`config.mk`:
```
export PLATFORM = sky130hd
export DESIGN_NAME = wall_texture_column_sampler
export DESIGN_NICKNAME = d
export VERILOG_FILES = /design/src/rtl/core/wtcs_pkg.sv /design/src/rtl/core/wtcs_regs.sv /design/src/rtl/core/wtcs_front.sv /design/src/rtl/core/wtcs_queue.sv /design/src/rtl/core/wtcs_back.sv /design/src/rtl/core/wall_texture_column_sampler.sv
export SDC_FILE = /design/constraint.sdc
export NUM_CORES = 2
export LEC_CHECK = 0
export ABC_AREA = 0
export BUFFER_PORTS_ARGS = -buffer_cell sky130_fd_sc_hd__buf_2
export CORE_ASPECT_RATIO = 0.6
export CORE_MARGIN = 5
export CORE_UTILIZATION = 50
export CTS_CLUSTER_SIZE = 12
export DETAILED_ROUTE_END_ITERATION = 8
export PLACE_DENSITY_LB_ADDON = 0.25
export SLEW_MARGIN = 30
export SYNTH_ARGS = -nofsm -noshare
export SYNTH_HDL_FRONTEND = slang
export SYNTH_SLANG_ARGS = --single-unit
```
`constraint.sdc`:
```
create_clock -name clk -period 21.3 [get_ports clk]
set_input_delay 3.195 -clock clk [delete_from_list [all_inputs] [get_ports clk]]
set_output_delay 3.195 -clock clk [all_outputs]
set_load 0.02 [all_outputs]
```
`src/rtl/core/wtcs_pkg.sv`:
```
// ----------------------------------------------------------------------------
// wtcs_pkg
// Types and constants shared by the wall texture column sampler modules.
// ----------------------------------------------------------------------------
package wtcs_pkg;

    localparam int COL_W    = 12;
    localparam int ROW_W    = 12;
    localparam int SIDE_W   = 2;
    localparam int WALL_H_W = 16;
    localparam int FRAC_W   = 16;
    localparam int NOM_W    = 11;
    localparam int TEX_X_W  = 10;
    localparam int TY_OUT_W = 11;
    localparam int PITCH_W  = 15;
    localparam int BPT_W    = 4;
    localparam int SCREEN_W = 13;
    localparam int COLOR_W  = 32;
    localparam int TX_OFF_W = 14;
    localparam int OFFSET_W = 24;

    localparam int IN_DATA_W  = 72;
    localparam int IN_USER_W  = 2;
    localparam int OUT_DATA_W = 80;
    localparam int OUT_USER_W = 3;

    localparam int APB_ADDR_W = 5;
    localparam int APB_DATA_W = 32;

    localparam logic [2:0] REG_NOMINAL_TEX_WIDTH  = 3'd0;
    localparam logic [2:0] REG_NOMINAL_TEX_HEIGHT = 3'd1;
    localparam logic [2:0] REG_TEX_WIDTH          = 3'd2;
    localparam logic [2:0] REG_TEX_HEIGHT         = 3'd3;
    localparam logic [2:0] REG_ROW_PITCH          = 3'd4;
    localparam logic [2:0] REG_BYTES_PER_TEXEL    = 3'd5;
    localparam logic [2:0] REG_SCREEN_HEIGHT      = 3'd6;
    localparam logic [2:0] REG_FALLBACK_COLOR     = 3'd7;

    localparam logic [NOM_W-1:0]    RST_NOMINAL_TEX_WIDTH  = 11'd64;
    localparam logic [NOM_W-1:0]    RST_NOMINAL_TEX_HEIGHT = 11'd64;
    localparam logic [NOM_W-1:0]    RST_TEX_WIDTH          = 11'd64;
    localparam logic [NOM_W-1:0]    RST_TEX_HEIGHT         = 11'd64;
    localparam logic [PITCH_W-1:0]  RST_ROW_PITCH          = 15'd256;
    localparam logic [BPT_W-1:0]    RST_BYTES_PER_TEXEL    = 4'd4;
    localparam logic [SCREEN_W-1:0] RST_SCREEN_HEIGHT      = 13'd1080;
    localparam logic [COLOR_W-1:0]  RST_FALLBACK_COLOR     = 32'd0;

    typedef struct packed {
        logic [NOM_W-1:0]    nominal_tex_width;
        logic [NOM_W-1:0]    nominal_tex_height;
        logic [NOM_W-1:0]    tex_width;
        logic [NOM_W-1:0]    tex_height;
        logic [PITCH_W-1:0]  row_pitch;
        logic [BPT_W-1:0]    bytes_per_texel;
        logic [SCREEN_W-1:0] screen_height;
        logic [COLOR_W-1:0]  fallback_color;
    } cfg_t;

    typedef struct packed {
        logic [COL_W-1:0]    column;
        logic [SIDE_W-1:0]   side;
        logic [ROW_W-1:0]    first_row;
        logic [ROW_W-1:0]    end_row;
        logic [TEX_X_W-1:0]  tex_x;
        logic [TX_OFF_W-1:0] tx_off;
    } seg_t;

endpackage

```
`src/rtl/core/wtcs_regs.sv`:
```
// ----------------------------------------------------------------------------
// wtcs_regs
// Configuration register file behind an APB-style port.
// ----------------------------------------------------------------------------
module wtcs_regs
(
    input  logic                              clk,
    input  logic                              rst_n,
    input  logic                              psel,
    input  logic                              penable,
    input  logic                              pwrite,
    input  logic [wtcs_pkg::APB_ADDR_W-1:0]   paddr,
    input  logic [wtcs_pkg::APB_DATA_W-1:0]   pwdata,
    output logic [wtcs_pkg::APB_DATA_W-1:0]   prdata,
    output logic                              pready,
    output wtcs_pkg::cfg_t                    cfg
);

    wtcs_pkg::cfg_t cfg_reg;
    logic [2:0]     index;
    logic           wr_en;

    assign index  = paddr[4:2];
    assign wr_en  = psel && penable && pwrite;
    assign pready = 1'b1;
    assign cfg    = cfg_reg;

    always_ff @(posedge clk or negedge rst_n)
    begin
        if (!rst_n)
        begin
            cfg_reg.nominal_tex_width  <= wtcs_pkg::RST_NOMINAL_TEX_WIDTH;
            cfg_reg.nominal_tex_height <= wtcs_pkg::RST_NOMINAL_TEX_HEIGHT;
            cfg_reg.tex_width          <= wtcs_pkg::RST_TEX_WIDTH;
            cfg_reg.tex_height         <= wtcs_pkg::RST_TEX_HEIGHT;
            cfg_reg.row_pitch          <= wtcs_pkg::RST_ROW_PITCH;
            cfg_reg.bytes_per_texel    <= wtcs_pkg::RST_BYTES_PER_TEXEL;
            cfg_reg.screen_height      <= wtcs_pkg::RST_SCREEN_HEIGHT;
            cfg_reg.fallback_color     <= wtcs_pkg::RST_FALLBACK_COLOR;
        end
        else if (wr_en)
        begin
            unique case (index)
                wtcs_pkg::REG_NOMINAL_TEX_WIDTH:
                    cfg_reg.nominal_tex_width <= pwdata[wtcs_pkg::NOM_W-1:0];
                wtcs_pkg::REG_NOMINAL_TEX_HEIGHT:
                    cfg_reg.nominal_tex_height <= pwdata[wtcs_pkg::NOM_W-1:0];
                wtcs_pkg::REG_TEX_WIDTH:
                    cfg_reg.tex_width <= pwdata[wtcs_pkg::NOM_W-1:0];
                wtcs_pkg::REG_TEX_HEIGHT:
                    cfg_reg.tex_height <= pwdata[wtcs_pkg::NOM_W-1:0];
                wtcs_pkg::REG_ROW_PITCH:
                    cfg_reg.row_pitch <= pwdata[wtcs_pkg::PITCH_W-1:0];
                wtcs_pkg::REG_BYTES_PER_TEXEL:
                    cfg_reg.bytes_per_texel <= pwdata[wtcs_pkg::BPT_W-1:0];
                wtcs_pkg::REG_SCREEN_HEIGHT:
                    cfg_reg.screen_height <= pwdata[wtcs_pkg::SCREEN_W-1:0];
                wtcs_pkg::REG_FALLBACK_COLOR:
                    cfg_reg.fallback_color <= pwdata;
                default:
                    cfg_reg <= cfg_reg;
            endcase
        end
    end

    always_comb
    begin
        unique case (index)
            wtcs_pkg::REG_NOMINAL_TEX_WIDTH:  prdata = 32'(cfg_reg.nominal_tex_width);
            wtcs_pkg::REG_NOMINAL_TEX_HEIGHT: prdata = 32'(cfg_reg.nominal_tex_height);
            wtcs_pkg::REG_TEX_WIDTH:          prdata = 32'(cfg_reg.tex_width);
            wtcs_pkg::REG_TEX_HEIGHT:         prdata = 32'(cfg_reg.tex_height);
            wtcs_pkg::REG_ROW_PITCH:          prdata = 32'(cfg_reg.row_pitch);
            wtcs_pkg::REG_BYTES_PER_TEXEL:    prdata = 32'(cfg_reg.bytes_per_texel);
            wtcs_pkg::REG_SCREEN_HEIGHT:      prdata = 32'(cfg_reg.screen_height);
            wtcs_pkg::REG_FALLBACK_COLOR:     prdata = cfg_reg.fallback_color;
            default:                          prdata = '0;
        endcase
    end

endmodule

```
`src/rtl/core/wtcs_front.sv`:
```
// ----------------------------------------------------------------------------
// wtcs_front
// Accepts segment requests, drops empty runs, and works out the texture
// column, the per-row step (bit-serial divider) and the start position
// (bit-serial multiplier) before handing the segment to the queue.
// ----------------------------------------------------------------------------
module wtcs_front
#(
    parameter int MAX_ROWS      = 64,
    parameter int FRACTION_BITS = 16,
    parameter int STEP_W        = 27,
    parameter int POS_W         = 45
)
(
    input  logic                              clk,
    input  logic                              rst_n,
    input  wtcs_pkg::cfg_t                    cfg,
    input  logic                              s_axis_tvalid,
    output logic                              s_axis_tready,
    input  logic [wtcs_pkg::IN_DATA_W-1:0]    s_axis_tdata,
    input  logic [wtcs_pkg::IN_USER_W-1:0]    s_axis_tuser,
    output logic                              push,
    input  logic                              push_ready,
    output wtcs_pkg::seg_t                    seg,
    output logic [STEP_W-1:0]                 step,
    output logic signed [POS_W-1:0]           pos
);

    localparam int NUM_W = wtcs_pkg::NOM_W + FRACTION_BITS;
    localparam int D_W   = 18;
    localparam int MAG_W = D_W - 1;
    localparam int ACC_W = POS_W - 1;
    localparam int CNT_W = $clog2(NUM_W > MAG_W ? NUM_W : MAG_W);

    localparam logic [1:0] F_IDLE = 2'd0;
    localparam logic [1:0] F_DIV  = 2'd1;
    localparam logic [1:0] F_MUL  = 2'd2;
    localparam logic [1:0] F_PUSH = 2'd3;

    logic [1:0] state_reg;
    logic [1:0] state_next;
    logic [CNT_W-1:0] cnt_reg;

    logic [wtcs_pkg::COL_W-1:0]    col_reg;
    logic [wtcs_pkg::SIDE_W-1:0]   side_reg;
    logic [wtcs_pkg::ROW_W-1:0]    first_reg;
    logic [wtcs_pkg::ROW_W-1:0]    end_reg;
    logic [wtcs_pkg::FRAC_W-1:0]   frac_reg;
    logic [wtcs_pkg::WALL_H_W-1:0] wh_reg;
    logic [wtcs_pkg::TEX_X_W-1:0]  tx_reg;
    logic [wtcs_pkg::TX_OFF_W-1:0] tx_off_reg;
    logic [wtcs_pkg::WALL_H_W-1:0] rem_reg;
    logic [wtcs_pkg::WALL_H_W-1:0] rem_next;
    logic [NUM_W-1:0]              quo_reg;
    logic [NUM_W-1:0]              quo_next;
    logic signed [D_W-1:0]         d_reg;
    logic [ACC_W-1:0]              acc_reg;
    logic [ACC_W-1:0]              mcand_reg;
    logic [MAG_W-1:0]              mplier_reg;

    logic [wtcs_pkg::COL_W-1:0]    in_column;
    logic [wtcs_pkg::ROW_W-1:0]    in_first;
    logic [wtcs_pkg::ROW_W-1:0]    in_last;
    logic [wtcs_pkg::WALL_H_W-1:0] in_wh;
    logic [wtcs_pkg::FRAC_W-1:0]   in_frac;
    logic [wtcs_pkg::ROW_W-1:0]    span;
    logic [wtcs_pkg::ROW_W-1:0]    end_calc;
    logic                          accept;
    logic                          empty_run;

    logic [wtcs_pkg::WALL_H_W:0]   shifted;
    logic [wtcs_pkg::WALL_H_W+1:0] trial;

    logic [26:0]                   tx_prod;
    logic [wtcs_pkg::NOM_W-1:0]    tx_raw;
    logic [wtcs_pkg::NOM_W-1:0]    tx_clamp;
    logic [wtcs_pkg::TEX_X_W-1:0]  tx_sat;

    logic signed [D_W-1:0]         diff;
    logic signed [D_W-1:0]         half;
    logic signed [D_W-1:0]         d_calc;
    logic [D_W-1:0]                d_abs;
    logic [ACC_W:0]                acc_ext;

    assign in_column = s_axis_tdata[11:0];
    assign in_first  = s_axis_tdata[23:12];
    assign in_last   = s_axis_tdata[35:24];
    assign in_wh     = s_axis_tdata[51:36];
    assign in_frac   = s_axis_tdata[67:52];

    assign s_axis_tready = (state_reg == F_IDLE);
    assign accept        = s_axis_tvalid && s_axis_tready;
    assign empty_run     = (in_last < in_first);
    assign span          = in_last - in_first;
    assign end_calc      = (span >= wtcs_pkg::ROW_W'(MAX_ROWS))
                           ? in_first + wtcs_pkg::ROW_W'(MAX_ROWS - 1) : in_last;

    // Restoring division, one quotient bit per cycle.
    assign shifted = {rem_reg, quo_reg[NUM_W-1]};
    assign trial   = {1'b0, shifted} - {2'b00, wh_reg};

    always_comb
    begin
        if (!trial[wtcs_pkg::WALL_H_W+1])
        begin
            rem_next = trial[wtcs_pkg::WALL_H_W-1:0];
            quo_next = {quo_reg[NUM_W-2:0], 1'b1};
        end
        else
        begin
            rem_next = shifted[wtcs_pkg::WALL_H_W-1:0];
            quo_next = {quo_reg[NUM_W-2:0], 1'b0};
        end
    end

    assign tx_prod = 27'(frac_reg) * 27'(cfg.nominal_tex_width);
    assign tx_raw  = tx_prod[26:16];

    always_comb
    begin
        if (cfg.nominal_tex_width == '0)
        begin
            tx_clamp = '0;
        end
        else if (tx_raw >= cfg.nominal_tex_width)
        begin
            tx_clamp = cfg.nominal_tex_width - 11'd1;
        end
        else
        begin
            tx_clamp = tx_raw;
        end
        tx_sat = tx_clamp[10] ? '1 : tx_clamp[wtcs_pkg::TEX_X_W-1:0];
    end

    // Wall centring: half of (screen height - wall height), rounded toward zero.
    assign diff   = $signed(D_W'(cfg.screen_height)) - $signed(D_W'(wh_reg));
    assign half   = (diff + $signed(D_W'(diff[D_W-1]))) >>> 1;
    assign d_calc = $signed(D_W'(first_reg)) - half;
    assign d_abs  = d_reg[D_W-1] ? D_W'(-d_reg) : D_W'(d_reg);

    always_comb
    begin
        state_next = state_reg;
        unique case (state_reg)
            F_IDLE:
            begin
                if (accept && !empty_run)
                begin
                    state_next = F_DIV;
                end
            end
            F_DIV:
            begin
                if (cnt_reg == CNT_W'(NUM_W - 1))
                begin
                    state_next = F_MUL;
                end
            end
            F_MUL:
            begin
                if (cnt_reg == CNT_W'(MAG_W - 1))
                begin
                    state_next = F_PUSH;
                end
            end
            F_PUSH:
            begin
                if (push_ready)
                begin
                    state_next = F_IDLE;
                end
            end
            default:
            begin
                state_next = F_IDLE;
            end
        endcase
    end

    always_ff @(posedge clk or negedge rst_n)
    begin
        if (!rst_n)
        begin
            state_reg <= F_IDLE;
            cnt_reg   <= '0;
        end
        else
        begin
            state_reg <= state_next;
            if (state_reg != state_next)
            begin
                cnt_reg <= '0;
            end
            else
            begin
                cnt_reg <= cnt_reg + CNT_W'(1);
            end
        end
    end

    always_ff @(posedge clk)
    begin
        if (accept)
        begin
            col_reg   <= in_column;
            side_reg  <= s_axis_tuser;
            first_reg <= in_first;
            end_reg   <= end_calc;
            frac_reg  <= in_frac;
            wh_reg    <= (in_wh == '0) ? wtcs_pkg::WALL_H_W'(1) : in_wh;
            rem_reg   <= '0;
            quo_reg   <= {cfg.nominal_tex_height, FRACTION_BITS'(0)};
        end
        if (state_reg == F_DIV)
        begin
            rem_reg <= rem_next;
            quo_reg <= quo_next;
            tx_reg  <= tx_sat;
            d_reg   <= d_calc;
            if (cnt_reg == CNT_W'(NUM_W - 1))
            begin
                mcand_reg  <= ACC_W'(quo_next);
                mplier_reg <= d_abs[MAG_W-1:0];
                acc_reg    <= '0;
            end
        end
        if (state_reg == F_MUL)
        begin
            if (mplier_reg[0])
            begin
                acc_reg <= acc_reg + mcand_reg;
            end
            mcand_reg  <= {mcand_reg[ACC_W-2:0], 1'b0};
            mplier_reg <= mplier_reg >> 1;
            tx_off_reg <= wtcs_pkg::TX_OFF_W'(tx_reg) * wtcs_pkg::TX_OFF_W'(cfg.bytes_per_texel);
        end
    end

    assign acc_ext = {1'b0, acc_reg};

    assign push          = (state_reg == F_PUSH);
    assign seg.column    = col_reg;
    assign seg.side      = side_reg;
    assign seg.first_row = first_reg;
    assign seg.end_row   = end_reg;
    assign seg.tex_x     = tx_reg;
    assign seg.tx_off    = tx_off_reg;
    assign step          = STEP_W'(quo_reg);
    assign pos           = d_reg[D_W-1] ? $signed(-acc_ext) : $signed(acc_ext);

endmodule

```
`src/rtl/core/wtcs_queue.sv`:
```
// ----------------------------------------------------------------------------
// wtcs_queue
// Two-entry queue of prepared segments between the front and back parts.
// ----------------------------------------------------------------------------
module wtcs_queue
#(
    parameter int W = 134
)
(
    input  logic         clk,
    input  logic         rst_n,
    input  logic         push,
    input  logic [W-1:0] push_data,
    output logic         push_ready,
    input  logic         pop,
    output logic [W-1:0] pop_data,
    output logic         pop_valid
);

    logic [W-1:0] mem [2];
    logic         wr_ptr_reg;
    logic         rd_ptr_reg;
    logic [1:0]   count_reg;
    logic         do_push;
    logic         do_pop;

    assign push_ready = (count_reg != 2'd2);
    assign pop_valid  = (count_reg != 2'd0);
    assign do_push    = push && push_ready;
    assign do_pop     = pop && pop_valid;
    assign pop_data   = mem[rd_ptr_reg];

    always_ff @(posedge clk or negedge rst_n)
    begin
        if (!rst_n)
        begin
            wr_ptr_reg <= 1'b0;
            rd_ptr_reg <= 1'b0;
            count_reg  <= 2'd0;
        end
        else
        begin
            if (do_push)
            begin
                wr_ptr_reg <= !wr_ptr_reg;
            end
            if (do_pop)
            begin
                rd_ptr_reg <= !rd_ptr_reg;
            end
            if (do_push && !do_pop)
            begin
                count_reg <= count_reg + 2'd1;
            end
            else if (do_pop && !do_push)
            begin
                count_reg <= count_reg - 2'd1;
            end
        end
    end

    always_ff @(posedge clk)
    begin
        if (do_push)
        begin
            mem[wr_ptr_reg] <= push_data;
        end
    end

endmodule

```
`src/rtl/core/wtcs_back.sv`:
```
// ----------------------------------------------------------------------------
// wtcs_back
// Walks a prepared segment one row per cycle while the result stream takes
// its output: bounds check, texel byte offset and an output register
// toward the result stream.
module wtcs_back
#(
    parameter int FRACTION_BITS = 16,
    parameter int STEP_W        = 27,
    parameter int POS_W         = 45
)
(
    input  logic                              clk,
    input  logic                              rst_n,
    input  wtcs_pkg::cfg_t                    cfg,
    input  logic                              q_valid,
    output logic                              q_pop,
    input  wtcs_pkg::seg_t                    q_seg,
    input  logic [STEP_W-1:0]                 q_step,
    input  logic signed [POS_W-1:0]           q_pos,
    output logic                              m_axis_tvalid,
    input  logic                              m_axis_tready,
    output logic [wtcs_pkg::OUT_DATA_W-1:0]   m_axis_tdata,
    output logic [wtcs_pkg::OUT_USER_W-1:0]   m_axis_tuser,
    output logic                              m_axis_tlast
);

    localparam int TY_W  = POS_W - FRACTION_BITS;
    localparam int MUL_W = wtcs_pkg::TY_OUT_W + wtcs_pkg::PITCH_W;

    logic                    gen_active_reg;
    wtcs_pkg::seg_t          seg_reg;
    logic [STEP_W-1:0]       step_reg;
    logic signed [POS_W-1:0] pos_reg;
    logic [wtcs_pkg::ROW_W-1:0] row_reg;

    logic                          a_valid_reg;
    logic [wtcs_pkg::COL_W-1:0]    a_col_reg;
    logic [wtcs_pkg::ROW_W-1:0]    a_row_reg;
    logic [wtcs_pkg::SIDE_W-1:0]   a_side_reg;
    logic [wtcs_pkg::TX_OFF_W-1:0] a_tx_off_reg;
    logic [wtcs_pkg::TY_OUT_W-1:0] a_ty_reg;
    logic                          a_fb_reg;
    logic                          a_last_reg;

    logic                          out_valid_reg;
    logic [wtcs_pkg::COL_W-1:0]    out_col_reg;
    logic [wtcs_pkg::ROW_W-1:0]    out_row_reg;
    logic [wtcs_pkg::SIDE_W-1:0]   out_side_reg;
    logic [wtcs_pkg::OFFSET_W-1:0] out_off_reg;
    logic                          out_fb_reg;
    logic [wtcs_pkg::COLOR_W-1:0]  out_color_reg;
    logic                          out_last_reg;

    logic                          adv;
    logic                          issue;
    logic                          row_last;
    logic                          pos_neg;
    logic [POS_W-1:0]              pos_abs;
    logic [TY_W-1:0]               ty_mag;
    logic                          fb;
    logic [wtcs_pkg::TY_OUT_W-1:0] ty;
    logic [MUL_W-1:0]              offset_sum;

    assign adv      = !out_valid_reg || m_axis_tready;
    assign issue    = adv && gen_active_reg;
    assign q_pop    = !gen_active_reg && q_valid;
    assign row_last = (row_reg == seg_reg.end_row);

    // Toward-zero truncation: a small negative position still gives row zero.
    assign pos_neg = pos_reg[POS_W-1];
    assign pos_abs = pos_neg ? POS_W'(-pos_reg) : POS_W'(pos_reg);
    assign ty_mag  = pos_abs[POS_W-1:FRACTION_BITS];
    assign ty      = pos_neg ? '0 : ty_mag[wtcs_pkg::TY_OUT_W-1:0];
    assign fb      = (wtcs_pkg::NOM_W'(seg_reg.tex_x) >= cfg.tex_width)
                     || (pos_neg ? ((ty_mag != '0) || (cfg.tex_height == '0))
                                 : (ty_mag >= TY_W'(cfg.tex_height)));

    assign offset_sum = MUL_W'(a_ty_reg) * MUL_W'(cfg.row_pitch) + MUL_W'(a_tx_off_reg);

    always_ff @(posedge clk or negedge rst_n)
    begin
        if (!rst_n)
        begin
            gen_active_reg <= 1'b0;
            a_valid_reg    <= 1'b0;
            out_valid_reg  <= 1'b0;
        end
        else
        begin
            if (q_pop)
            begin
                gen_active_reg <= 1'b1;
            end
            else if (issue && row_last)
            begin
                gen_active_reg <= 1'b0;
            end
            if (adv)
            begin
                a_valid_reg   <= gen_active_reg;
                out_valid_reg <= a_valid_reg;
            end
        end
    end

    always_ff @(posedge clk)
    begin
        if (q_pop)
        begin
            seg_reg  <= q_seg;
            step_reg <= q_step;
            pos_reg  <= q_pos;
            row_reg  <= q_seg.first_row;
        end
        else if (issue)
        begin
            pos_reg <= pos_reg + $signed({{(POS_W-STEP_W){1'b0}}, step_reg});
            row_reg <= row_reg + wtcs_pkg::ROW_W'(1);
        end
        if (adv)
        begin
            a_col_reg    <= seg_reg.column;
            a_row_reg    <= row_reg;
            a_side_reg   <= seg_reg.side;
            a_tx_off_reg <= seg_reg.tx_off;
            a_ty_reg     <= ty;
            a_fb_reg     <= fb;
            a_last_reg   <= row_last;

            out_col_reg   <= a_col_reg;
            out_row_reg   <= a_row_reg;
            out_side_reg  <= a_side_reg;
            out_off_reg   <= a_fb_reg ? '0 : offset_sum[wtcs_pkg::OFFSET_W-1:0];
            out_fb_reg    <= a_fb_reg;
            out_color_reg <= a_fb_reg ? cfg.fallback_color : '0;
            out_last_reg  <= a_last_reg;
        end
    end

    assign m_axis_tvalid = out_valid_reg;
    assign m_axis_tdata  = {out_color_reg, out_off_reg, out_row_reg, out_col_reg};
    assign m_axis_tuser  = {out_fb_reg, out_side_reg};
    assign m_axis_tlast  = out_last_reg;

endmodule

```
`src/rtl/core/wall_texture_column_sampler.sv`:
```
// ----------------------------------------------------------------------------
// wall_texture_column_sampler
// A request passes the front part, a two-entry queue and the back part, which
// gives one row per cycle while the output is taken. The front part takes a
// new request only when idle, runs its bit-serial step divider and then its
// start-position multiplier, and pushes the segment; an empty run is dropped.
// The back part pops the next segment after the last row of the current one.
// Reset clears all control state and loads the register defaults.
// ----------------------------------------------------------------------------
module wall_texture_column_sampler
#(
    parameter int MAX_ROWS      = 64,
    parameter int FRACTION_BITS = 16
)
(
    input  logic                              clk,
    input  logic                              rst_n,
    input  logic                              psel,
    input  logic                              penable,
    input  logic                              pwrite,
    input  logic [wtcs_pkg::APB_ADDR_W-1:0]   paddr,
    input  logic [wtcs_pkg::APB_DATA_W-1:0]   pwdata,
    output logic [wtcs_pkg::APB_DATA_W-1:0]   prdata,
    output logic                              pready,
    input  logic                              s_axis_tvalid,
    output logic                              s_axis_tready,
    // column, first_row, last_row, wall_height, hit_fraction, zero pad
    input  logic [wtcs_pkg::IN_DATA_W-1:0]    s_axis_tdata,
    // wall_side
    input  logic [wtcs_pkg::IN_USER_W-1:0]    s_axis_tuser,
    output logic                              m_axis_tvalid,
    input  logic                              m_axis_tready,
    // out_column, out_row, texel_offset, color_if_fallback
    output logic [wtcs_pkg::OUT_DATA_W-1:0]   m_axis_tdata,
    // out_side, use_fallback
    output logic [wtcs_pkg::OUT_USER_W-1:0]   m_axis_tuser,
    output logic                              m_axis_tlast
);

    localparam int STEP_W = wtcs_pkg::NOM_W + FRACTION_BITS;
    localparam int POS_W  = STEP_W + 18;
    localparam int SEG_W  = $bits(wtcs_pkg::seg_t);
    localparam int Q_W    = SEG_W + STEP_W + POS_W;

    wtcs_pkg::cfg_t          cfg;
    logic                    push;
    logic                    push_ready;
    wtcs_pkg::seg_t          f_seg;
    logic [STEP_W-1:0]       f_step;
    logic signed [POS_W-1:0] f_pos;
    logic                    q_pop;
    logic                    q_valid;
    logic [Q_W-1:0]          q_data;
    wtcs_pkg::seg_t          b_seg;
    logic [STEP_W-1:0]       b_step;
    logic signed [POS_W-1:0] b_pos;

    wtcs_regs u_regs
    (
        .clk     (clk),
        .rst_n   (rst_n),
        .psel    (psel),
        .penable (penable),
        .pwrite  (pwrite),
        .paddr   (paddr),
        .pwdata  (pwdata),
        .prdata  (prdata),
        .pready  (pready),
        .cfg     (cfg)
    );

    wtcs_front
    #(
        .MAX_ROWS      (MAX_ROWS),
        .FRACTION_BITS (FRACTION_BITS),
        .STEP_W        (STEP_W),
        .POS_W         (POS_W)
    )
    u_front
    (
        .clk           (clk),
        .rst_n         (rst_n),
        .cfg           (cfg),
        .s_axis_tvalid (s_axis_tvalid),
        .s_axis_tready (s_axis_tready),
        .s_axis_tdata  (s_axis_tdata),
        .s_axis_tuser  (s_axis_tuser),
        .push          (push),
        .push_ready    (push_ready),
        .seg           (f_seg),
        .step          (f_step),
        .pos           (f_pos)
    );

    wtcs_queue
    #(
        .W (Q_W)
    )
    u_queue
    (
        .clk        (clk),
        .rst_n      (rst_n),
        .push       (push),
        .push_data  ({f_pos, f_step, f_seg}),
        .push_ready (push_ready),
        .pop        (q_pop),
        .pop_data   (q_data),
        .pop_valid  (q_valid)
    );

    assign b_seg  = q_data[SEG_W-1:0];
    assign b_step = q_data[SEG_W+STEP_W-1:SEG_W];
    assign b_pos  = $signed(q_data[Q_W-1:SEG_W+STEP_W]);

    wtcs_back
    #(
        .FRACTION_BITS (FRACTION_BITS),
        .STEP_W        (STEP_W),
        .POS_W         (POS_W)
    )
    u_back
    (
        .clk           (clk),
        .rst_n         (rst_n),
        .cfg           (cfg),
        .q_valid       (q_valid),
        .q_pop         (q_pop),
        .q_seg         (b_seg),
        .q_step        (b_step),
        .q_pos         (b_pos),
        .m_axis_tvalid (m_axis_tvalid),
        .m_axis_tready (m_axis_tready),
        .m_axis_tdata  (m_axis_tdata),
        .m_axis_tuser  (m_axis_tuser),
        .m_axis_tlast  (m_axis_tlast)
    );

endmodule
```
==> flow_metrics.tcl <==
set metrics [dict create \
    outcome "completed" \
    grt_pass1_wl_um 215000 \
    synth_edf_count 753 \
    end_kind "output pin" \
    dr.pass1.iters 6 \
    synth_top_family_by_area "adder cells" \
    numCtsBuffers 93 \
    path_clk_slew_ns 0.06 \
    ctsRootBufferMaster "clkbuf_16" \
    postCtsHoldBufs 0 \
    cp.required_ns 18.11 \
    grt_pass1_vias 36600 \
    grt_max_degree 91 \
    die-area_um2 118000 \
    yosysTopAreaCellShare 0.407 \
    leakage_nw 25.0 \
    ant_nets 0 \
    syn_nets 5604 \
    n_fill_cell 9237 \
    ios 237 \
    ys.flop_type "edfxtp_1" \
    viasPerCell 5.66 \
    synth_area_um2 55600 \
    multi_input_area_um2 26500 \
    crit_path_frequent_cell "buf_2" \
    crit_fanout 35 \
    yosys-top-cells-area "edfxtp_1 (41%), fa_1 (9.9%), ha_1 (6.9%)" \
    initial_core_util 0.506 \
    synth_xor_area_frac 0.0424 \
    yosysSeqAreaShare 0.478 \
    drcViolationCount 0 \
    synthSimpleGateAreaFrac 0.121 \
    tightestPinTransition_ns 1.05 \
    grt_overflow 0 \
    synth_cell_types 82 \
    arrival_ns 5.84 \
    peakVddDrop_mv 0.423 \
    rsz0062_at_grt "false" \
    placement.cell_area_um2 58100 \
    drt_iter0_markers 3511 \
    final_nets 5739 \
    synthAdderAreaFrac 0.168 \
    max_freq_mhz 111 \
    path_class "input port to output pin" \
    ys_async_sr_fraction 0.132 \
    wl_per_cell_um 20.8 \
    avgSynthCellArea_um2 11.3 \
    slew_violations 0 \
    slowest_stage "nor2_1" \
    ys_warn_count 0 \
    cts_setup_buffers 0 \
    slew_headroom 0.295 \
    area_delta_synth_final_pct 9.92 \
    worstPathCellList "buf_2, inv_1, nor2_1, nand2_1, o211ai_1, o221a_2, buf_2" \
    cts_tree "yes" \
    final.min_clock_period_ns 9.04 \
    gp_congestion 0.899 \
    grt_util_all_layers 0.232 \
    dr_total_vias 37400 \
    max_cap_violations 0 \
    placementRows 94 \
    drive_gt1_frac 0.121 \
    largest_register_ffs 268 \
    hpwl_um 98200 \
    port_buffers 229 \
    slowest_delay_ns 0.67 \
    syn_inst 4906 \
    fp.coreArea_um2 110000 \
    start_kind "input port" \
    final_common_cell "edfxtp_1" \
    skew_ns 0.0271 \
    cts-resized-gates 0 \
    finalHoldViolations 0 \
    synth_compound_area_frac 0.0972 \
    stdcell_area_um2 61100 \
    setup_viol 0 \
    powerDensity_nw_per_um2 170 \
    utilization 0.556 \
    antenna_found_initial 4 \
    seqCellArea_um2 26600 \
    timing.final.crit_share 0.424 \
    clkLatencyLatePin_ns 0.71 \
    ys_ff_latch 921 \
    h-tree-depth 3 \
    synthMuxAreaShare 0.0467 \
    final_cell_mix "edfxtp_1 (753), nand2_1 (510), inv_1 (457), ha_1 (303)" \
    die-height_um 268 \
    cts.sinks 921 \
    hold_path.class "register to register" \
    die_w_um 441 \
    wl_um 138000 \
    cts_buffer_depth 3 \
    synth_largest_area_cell "edfxtp_1" \
    tns_ns 0 \
]
[final timing paths]
kind | start | to | slack [ns] | depth (start not counted)
min | u_back.a_row_reg[2] | u_back.out_row_reg[2] | 0.42 | 0
min in group asynchronous | rst_n | u_regs.cfg[23] | 2.49 | 1
max reg2reg | u_regs.cfg[101] | u_front.tx_reg[3] | 12.57 | 28
min reg2reg | u_back.a_row_reg[2] | u_back.out_row_reg[2] | 0.42 | 0
max in group asynchronous | rst_n | u_regs.cfg[106] | 17.62 | 2
max | paddr[2] | prdata[10] | 12.26 | 7
[worst max-delay path, delay by kind of cell]
kind / cells / cell delay, ns
AO/OA/AOI/OAI: 2 / 0.68
AND/OR/NAND/NOR: 2 / 0.78
buffers and inverters: 3 / 1.18
[synth_stat cells, types with 38 or more instances]
| master | count |
|---|---|
| nand4_1 | 38 |
| a21oi_1 | 175 |
| clkbuf_1 | 203 |
| dfxtp_1 | 46 |
| mux2i_1 | 66 |
| o31ai_1 | 45 |
| nor2_1 | 178 |
| o21ai_0 | 275 |
| xor2_1 | 83 |
| inv_1 | 458 |
| edfxtp_1 | 753 |
| nand3_1 | 77 |
| o21a_1 | 38 |
| a21o_1 | 72 |
| nor2b_1 | 56 |
| fa_1 | 275 |
| mux2_2 | 170 |
| nand2_1 | 511 |
| nor3_1 | 67 |
| a211oi_1 | 44 |
| ha_1 | 305 |
| dfrtp_1 | 112 |
| xnor2_1 | 186 |
| and2_1 | 252 |
[layer usage]
layer	global-route usage	vias up	wire [um]
met5	0	-	0
met4	0.0444	0	2360
met3	0.0525	170	13000
met2	0.320	1342	55300
met1	0.375	18400	67000
li1	-	17500	-
[stage by stage]
step,power (mW),setup WS (ns),cells,hold WS [ns]
after floorplan,7.28,12.68,4906,0.400
after global placement,8.58,12.36,6434,0.401
after detailed placement,8.74,12.33,6434,0.405
after CTS,10.4,12.33,6610,0.420
after global routing,11.4,11.94,6610,0.425
final,10.4,12.26,6611,0.418
[layout make-up]
type	count	share of cell area
Tap cell	1488	0.0305
Inverter	459	0.0283
Timing Repair Buffer	265	0.0234
Multi-Input combinational cell	3301	0.434
Antenna cell	1	0.0000409
Clock inverter	21	0.00508
Sequential cell	921	0.435
Clock buffer	155	0.0434
[power by group]
part	leakage, nW	internal (mW)	switching (mW)
logic	14.6	2.58	3.48
registers	9.04	2.39	0.314
clock network	1.41	0.885	0.723
total	25.0	5.85	4.52
[logic make-up after synthesis]
logic type,Yosys count
simple gates,1366
flops,921
compound gates,848
buf+inv,684
fa+ha+maj,580
xor+xnor,269
mux,237
other cells,1
No activity file was read; power rests on OpenSTA's default activity.
